File: src/sv/srfc_pkg.sv
// Package with the constants, codes and control types of the schedule feasibility checker.
`timescale 1ns / 1ps

package srfc_pkg;

  localparam int MAX_JOBS      = 64;
  localparam int NUM_RESOURCES = 4;
  localparam int HORIZON       = 1024;

  localparam int JOB_AW    = $clog2(MAX_JOBS);
  localparam int CAP_DEPTH = NUM_RESOURCES * HORIZON;
  localparam int CAP_AW    = $clog2(CAP_DEPTH);

  localparam int START_W = 10;
  localparam int LEN_W   = 11;
  localparam int SLOT_W  = 10;
  localparam int AMT_W   = 16;
  localparam int JOB_W   = START_W + LEN_W;
  localparam int EARLY_W = LEN_W + 1;
  localparam int T_W     = SLOT_W + 1;

  localparam logic [2:0] REQ_CLEAR = 3'd0;
  localparam logic [2:0] REQ_CAP   = 3'd1;
  localparam logic [2:0] REQ_JOB   = 3'd2;
  localparam logic [2:0] REQ_EDGE  = 3'd3;
  localparam logic [2:0] REQ_DEM   = 3'd4;
  localparam logic [2:0] REQ_END   = 3'd5;

  localparam logic [2:0] ERR_NONE    = 3'd0;
  localparam logic [2:0] ERR_PREC    = 3'd1;
  localparam logic [2:0] ERR_CAP     = 3'd2;
  localparam logic [2:0] ERR_HORIZON = 3'd3;
  localparam logic [2:0] ERR_EMPTY   = 3'd4;

  typedef struct packed {
    logic load;
    logic clear;
    logic cap_load;
    logic job_wr;
    logic jrd_pred;
    logic earliest;
    logic prec_chk;
    logic dem_rd;
    logic dem_upd;
    logic end_chk;
    logic out_load;
  } cmd_t;

  typedef struct packed {
    logic [2:0] req;
    logic       out_busy;
  } status_t;

endpackage

File: src/sv/srfc_ctrl.sv
// Controller state machine that sequences each transaction through the datapath.
`timescale 1ns / 1ps

module srfc_ctrl (
  input  logic              clk_i,
  input  logic              rst_ni,
  input  logic              in_valid_i,
  output logic              in_ready_o,
  input  srfc_pkg::status_t status_i,
  output srfc_pkg::cmd_t    cmd_o
);

  typedef enum logic [2:0] {
    ST_IDLE,
    ST_DISP,
    ST_E_WAIT,
    ST_E_CMP,
    ST_D_WAIT,
    ST_D_UPD,
    ST_DONE
  } state_e;

  state_e state_q, state_d;

  always_comb begin
    cmd_o   = '0;
    state_d = state_q;
    unique case (state_q)
      ST_IDLE: begin
        cmd_o.load = in_valid_i;
        if (in_valid_i) begin
          state_d = ST_DISP;
        end
      end
      ST_DISP: begin
        state_d = ST_DONE;
        unique case (status_i.req)
          srfc_pkg::REQ_CLEAR: cmd_o.clear = 1'b1;
          srfc_pkg::REQ_CAP:   cmd_o.cap_load = 1'b1;
          srfc_pkg::REQ_JOB:   cmd_o.job_wr = 1'b1;
          srfc_pkg::REQ_EDGE: begin
            cmd_o.jrd_pred = 1'b1;
            state_d        = ST_E_WAIT;
          end
          srfc_pkg::REQ_DEM:   state_d = ST_D_WAIT;
          srfc_pkg::REQ_END:   cmd_o.end_chk = 1'b1;
          default: ;
        endcase
      end
      ST_E_WAIT: begin
        cmd_o.earliest = 1'b1;
        state_d        = ST_E_CMP;
      end
      ST_E_CMP: begin
        cmd_o.prec_chk = 1'b1;
        state_d        = ST_DONE;
      end
      ST_D_WAIT: begin
        cmd_o.dem_rd = 1'b1;
        state_d      = ST_D_UPD;
      end
      ST_D_UPD: begin
        cmd_o.dem_upd = 1'b1;
        state_d       = ST_DONE;
      end
      ST_DONE: begin
        if (!status_i.out_busy) begin
          cmd_o.out_load = 1'b1;
          state_d        = ST_IDLE;
        end
      end
      default: state_d = ST_IDLE;
    endcase
  end

  always_ff @(posedge clk_i or negedge rst_ni) begin
    if (!rst_ni) begin
      state_q <= ST_IDLE;
    end else begin
      state_q <= state_d;
    end
  end

  assign in_ready_o = (state_q == ST_IDLE);

endmodule

File: config.mk
export PLATFORM = sky130hd
export DESIGN_NAME = srfc_ctrl
export DESIGN_NICKNAME = d
export VERILOG_FILES = /design/src/sv/srfc_pkg.sv /design/src/sv/srfc_ctrl.sv
export SDC_FILE = /design/constraint.sdc
export NUM_CORES = 1
export LEC_CHECK = 0
export BUFFER_PORTS_ARGS = -buffer_cell sky130_fd_sc_hd__buf_4
export CORE_AREA = 2 2 39 41
export CTS_CLUSTER_SIZE = 8
export DETAILED_ROUTE_END_ITERATION = 8
export DIE_AREA = 0 0 41 43
export PLACE_DENSITY = 0.53
export SETUP_SLACK_MARGIN = 0.02
export SLEW_MARGIN = 20
export SYNTH_ARGS = -nofsm -noshare
export SYNTH_HDL_FRONTEND = slang
export SYNTH_SLANG_ARGS = --single-unit
File: constraint.sdc
create_clock -name clk_i -period 1.4 [get_ports clk_i]
set_clock_uncertainty 0.1 [all_clocks]
set_input_delay 0.07 -clock clk_i [delete_from_list [all_inputs] [get_ports clk_i]]
set_output_delay 0.07 -clock clk_i [all_outputs]
set_load 0.02 [all_outputs]
==> results of run 1 <==
==> cells in the mapped netlist <==
library cell / number / area, um^2
nor3b_1: 1 / 7.51
nor4b_1: 1 / 8.76
or3_4: 1 / 11.3
dfrtp_1: 3 / 75.1
and2_1: 1 / 6.26
a21oi_1: 1 / 5.00
a31o_2: 1 / 8.76
nand2b_4: 1 / 13.8
nor3b_2: 2 / 25.0
o2bb2ai_1: 1 / 8.76
nor4_1: 1 / 6.26
buf_6: 1 / 11.3
nor3_1: 6 / 30.0
clkbuf_1: 1 / 3.75
nand2b_1: 1 / 6.26
and3_1: 1 / 6.26
nor2_1: 3 / 11.3
inv_1: 1 / 3.75
nand2_1: 2 / 7.51
nand3b_1: 1 / 7.51
a211oi_1: 1 / 7.51
buf_2: 1 / 5.00
==> logic make-up after synthesis <==
kind of cell           count (synthesis)  share of synthesized area [%]
AND/OR/NAND/NOR                       22                           53.4
AO/OA/AOI/OAI                          4                           10.9
buffers and inverters                  4                           8.59
flip-flops                             3                           27.1
==> power by group through the flow <==
stage / logic (mW) / registers [mW] / clock network [mW]
2_1_floorplan: 0.437 / 0.151 / 0
3_3_place_gp: 0.644 / 0.162 / 0
3_5_place_dp: 0.640 / 0.163 / 0
4_1_cts: 0.662 / 0.165 / 0.159
5_1_grt: 0.769 / 0.172 / 0.171
6_report: 0.709 / 0.168 / 0.151
==> worst max path at each step <==
stage | startpoint | endpoint
after global placement | state_q[2] | cmd_o[7]
after detailed placement | state_q[2] | cmd_o[7]
after floorplan | state_q[0] | cmd_o[7]
after CTS | state_q[2] | cmd_o[7]
final | state_q[2] | cmd_o[8]
after global routing | state_q[2] | cmd_o[7]
==> worst max-delay path, cell delays in order (launching register included) <==
cell and delay (ps):
dfrtp_1 370, nand2b_4 140, or3_4 360, nor3b_2 180, buf_4 160
==> repair_timing <==
| action | 4_1_cts | 5_1_grt |
|---|---|---|
| endpoints found under the hold margin | 4 | 0 |
| endpoints found under the setup margin | 7 | 8 |
| gates cloned | 0 | 1 |
| hold buffers | 2 | 0 |
| buffers inserted | 0 | 1 |
| pin swaps | 0 | 5 |
| gates resized for setup | 2 | 4 |
==> layout make-up <==
cell class / count / share of cell area [%]
clock buffer: 4 / 4.95
inverter: 1 / 0.708
multi-input combinational: 26 / 39.2
sequential: 3 / 14.2
tap: 16 / 3.77
timing repair buffer: 25 / 37.3
==> metal layers <==
| metal | global-route usage [%] | routed length [um] |
|---|---|---|
| met2 | 13.1 | 369 |
| met3 | 3.14 | 50 |
| met1 | 11.0 | 345 |
| met5 | 0 | 0 |
| met4 | 6.00 | 0 |
==> placed cells by master, fill, tap and decap left out, drive strengths merged <==
| cell type | netlist | final |
|---|---|---|
| a211oi | 1 | 1 |
| a21oi | 1 | 1 |
| a31o | 1 | 1 |
| and2 | 1 | 1 |
| and3 | 1 | 1 |
| buf | 2 | 23 |
| clkbuf | 1 | 4 |
| dfrtp | 3 | 3 |
| dlygate4sd3 | 0 | 2 |
| inv | 1 | 1 |
| nand2 | 2 | 2 |
| nand2b | 2 | 2 |
| nand3b | 1 | 1 |
| nor2 | 3 | 3 |
| nor3 | 6 | 6 |
| nor3b | 3 | 3 |
| nor4 | 1 | 1 |
| nor4b | 1 | 1 |
| o2bb2ai | 1 | 1 |
| or3 | 1 | 1 |
==> metrics.cfg, run 1 <==
[pwr]
pwr-share-seq_pct=16.3
p_switching_uw=448
power_mw=1.03
pwr-share-comb_pct=69.0
p_leak_nw=0.242
p_clk_share_pct=14.7
power.density_mw_per_mm2=1940
peakVddDrop_mv=0.727
intPower_uw=579
p_sw_share_pct=43.7

[final_layout]
final_cells=75
antenna_cells=0
regMostFlops=state_q
area_growth_pct=91.9
top_regs=state_q: 3 flops
seq_area_um2=75.1
multi_input_area_um2=208
nNetsFinal=67
post-route-util_pct=38.3
fillerInstances=149
drive_above_1_share_pct=62.7
fin_area_um2=531
largest_reg_flops=3

[critical_path]
cp_data_required_time_ps=1230
critical_path_arrival_ps=1440
r2r_start=state_q[0]
r2r_end=state_q[1]
reg2reg_depth=4
critPathLaunchType=register
end_kind=primary output
cp_max_fo=4
reg2reg_slack_ps=100
criticalPathCategory=reg -> out

[sta]
grt_setup_unrepaired=yes
fmax_ghz=0.623
fin_ws_ps=-205
finalMaxSlewViolations=0
worst_pin_slew_ps=237
max_slew_margin_pct=84.1
fin_setup_tns_ps=-701
hold_viol=0
post-route-min-period_ps=1610
setup_violations=6
fin_crit_sh_pct=115
holdWs_ps=60.2

[die]
fp.dieH_um=43
start_util_pct=20.0
die_area_mm2=0.00176
fp-row-count=14
fp.dieW_um=41
pin_count=19
core_mm2=0.00138

[cts]
cts_buffer_depth=2
cts_tree=done
clock_latency_ps=230
clockRootBuffer=clkbuf_4
htree_levels=1
cts-buffers-inserted=3
clk_pin_slew_ps=40
clkSinkCount=3

[status]
violations=negative setup slack
status=finished, violations left

[global_routing]
grt_antenna_before_repair=0
grt_pass1_wl_um=1080
grt_usage_pct=9.16
grt_overflow=0
grt_pass1_vias=275
grt_max_degree=12

[detailed_routing]
route.detailed.drc=0
drt_iter0_markers=5
vias_per_cell=4.47
routed_wirelength_um=765
avgRoutedWirePerCell_um=10.2
dr_total_vias=335
ant_nets=0
dr.pass1.iters=4

[min_path]
holdCritPathClass=in -> async

[place]
io_buffers=18
dp_cells=68
gp_congestion=0.751
placed_area_um2=458
dp_hpwl_um=541
place_ws_ps=34.5

[synthesis]
synth_nets=40
netlist_area_um2=277
syn_area_per_cell_um2=8.38
synth_seq_cells=3
synthCells=33
yosys_warnings=0
seq_area_frac_synth_pct=27.1
synth_cell_types=22

[run]
drv_cap=0

Note: power is estimated with default switching activity, not from simulation.
==> run 2, diff against run 1 <==
--- a/config.mk
+++ b/config.mk
@@ -10,8 +10,10 @@
 export CTS_CLUSTER_SIZE = 8
 export DETAILED_ROUTE_END_ITERATION = 8
 export DIE_AREA = 0 0 41 43
+export GPL_TIMING_DRIVEN = 0
 export PLACE_DENSITY = 0.53
 export SETUP_SLACK_MARGIN = 0.02
+export SKIP_CTS_REPAIR_TIMING = 1
 export SLEW_MARGIN = 20
 export SYNTH_ARGS = -nofsm -noshare
 export SYNTH_HDL_FRONTEND = slang
==> run 2 against run 1 <==
Compared with the run above:
- non-clock buffer count is 2 higher
- sequential cell count stayed put
- die area stayed put
- utilization is 2.5 points higher
- the flow still finishes with violations (negative setup slack)
- clock power hardly changed
==> metrics.cfg, run 2 (synthesized netlist as in run 1, its figures left out) <==
[place]
place_ws_ps=-5.98  ; -40.5 ps
dp_hpwl_um=529  ; -2.2%
io_buffers=18  ; unchanged
gp_congestion=0.688  ; -8.4%

[cts]
cts_buffer_depth=2  ; unchanged
htree_levels=1  ; unchanged
clockRootBuffer=clkbuf_4
cts_tree=done
clk_pin_slew_ps=30  ; about the same
clkSinkCount=3  ; unchanged
clock_latency_ps=230  ; about the same
cts-buffers-inserted=3  ; unchanged

[sta]
holdWs_ps=37.7  ; -22.5 ps
max_slew_margin_pct=84.9  ; +0.77 points
post-route-min-period_ps=1620  ; +9.94 ps
fmax_ghz=0.619  ; -0.62%
fin_ws_ps=-215  ; -9.94 ps
worst_pin_slew_ps=225  ; -11.5 ps
setup_violations=6  ; unchanged
grt_setup_unrepaired=yes
fin_crit_sh_pct=115  ; +0.71 points
finalMaxSlewViolations=0  ; unchanged
hold_viol=0  ; unchanged

[status]
violations=negative setup slack
status=finished, violations left

[die]
start_util_pct=20.0  ; unchanged
fp-row-count=14  ; unchanged
die_area_mm2=0.00176  ; unchanged
pin_count=19  ; unchanged
core_mm2=0.00138  ; unchanged
fp.dieH_um=43  ; unchanged
fp.dieW_um=41  ; unchanged

[global_routing]
grt_max_degree=11  ; -1
grt_usage_pct=8.64  ; -0.52 points
grt_pass1_vias=278  ; +1.1%
grt_pass1_wl_um=1050  ; -2.6%
grt_overflow=0  ; unchanged
grt_antenna_before_repair=0  ; unchanged

[critical_path]
critical_path_arrival_ps=1450  ; about the same
r2r_end=state_q[1]
end_kind=primary output
r2r_start=state_q[0]
criticalPathCategory=reg -> out
cp_data_required_time_ps=1230  ; about the same
reg2reg_slack_ps=100  ; about the same
critPathLaunchType=register
reg2reg_depth=5  ; +1
cp_max_fo=4  ; unchanged

[detailed_routing]
ant_nets=0  ; unchanged
drt_iter0_markers=1  ; -4
avgRoutedWirePerCell_um=10.8  ; +5.4%
dr.pass1.iters=4  ; unchanged
route.detailed.drc=0  ; unchanged
routed_wirelength_um=828  ; +8.2%
dr_total_vias=343  ; +2.4%
vias_per_cell=4.45  ; -0.27%

[pwr]
p_clk_share_pct=13.4  ; -1.3 points
pwr-share-seq_pct=14.0  ; -2.3 points
p_sw_share_pct=42.9  ; -0.71 points
pwr-share-comb_pct=72.6  ; +3.6 points
p_switching_uw=482  ; +7.6%
p_leak_nw=0.256  ; +5.7%
power.density_mw_per_mm2=1990  ; +2.6%
peakVddDrop_mv=0.774  ; +6.4%
intPower_uw=641  ; +11%

[final_layout]
regMostFlops=state_q
antenna_cells=0  ; unchanged
largest_reg_flops=3  ; unchanged
layout_common_cells=buf_4, buf_6
area_growth_pct=105
drive_above_1_share_pct=67.2  ; +4.5 points
fillerInstances=148  ; -0.67%
final_common_cell=buf_4
nNetsFinal=69  ; +3.0%
top_regs=state_q: 3 flops

[min_path]
holdPathStages=3
hold_path_end=state_q[2]
holdCritPathClass=in -> reg
min-delay-start=status_i[3]

[run]
drv_cap=0  ; unchanged

[run 2: changes by cell type in the layout (fill, tap and decap cells not counted), sizes merged]
cell / delta
buf: +2
[run 2: cell type report]
type	instances	area (um^2)	share of cell area, %
multi-input combinational	26	218	38.5
timing repair buffer	24	193	34.1
sequential	3	75.1	13.3
buffer	3	27.5	4.87
clock buffer	4	26.3	4.65
tap	16	20.0	3.54
inverter	1	6.26	1.11
[run 2: worst max path at each step]
stage | start | to | slack [ps] | cells after the start
final | state_q[2] | cmd_o[7] | -220 | 4
after floorplan | state_q[0] | cmd_o[7] | 7 | 4
after global routing | state_q[2] | cmd_o[7] | -250 | 4
after global placement | state_q[0] | cmd_o[7] | 6 | 5
after detailed placement | state_q[0] | cmd_o[7] | -6 | 5
after CTS | state_q[0] | cmd_o[7] | -250 | 5
[run 2: worst max-delay path, cell delays in order (launching register included)]
cell and delay (ps):
dfrtp_1 360, nand2b_4 150, or3_4 370, nor3b_2 180, buf_4 160
[run 2: per-stage QoR]
step | setup TNS, ps | cell area (um^2) | instances | util [%] | total power [mW]
2_1_floorplan | 0 | 293 | 33 | - | 0.588
3_3_place_gp | 0 | 448 | 67 | 32.4 | 0.775
3_5_place_dp | -5.98 | 448 | 67 | 32.4 | 0.775
4_1_cts | -1160 | 474 | 71 | 34.3 | 0.931
5_1_grt | -1090 | 566 | 77 | 40.9 | 1.20
6_report | -795 | 566 | 77 | 40.9 | 1.12
[run 2: power by group through the flow]
stage	clock network, mW	registers (mW)	logic (mW)
after floorplan	0	0.151	0.437
after global placement	0	0.156	0.619
after detailed placement	0	0.155	0.620
after CTS	0.156	0.154	0.621
after global routing	0.162	0.164	0.877
final	0.150	0.157	0.816
[run 2: per-layer routing]
layer / wire length [um] / up-vias / track usage (%)
met5: 0 / - / 0
li1: - / 177 / -
met4: 0 / 0 / 2.00
met3: 48 / 0 / 4.71
met1: 330 / 156 / 9.35
met2: 449 / 10 / 14.1
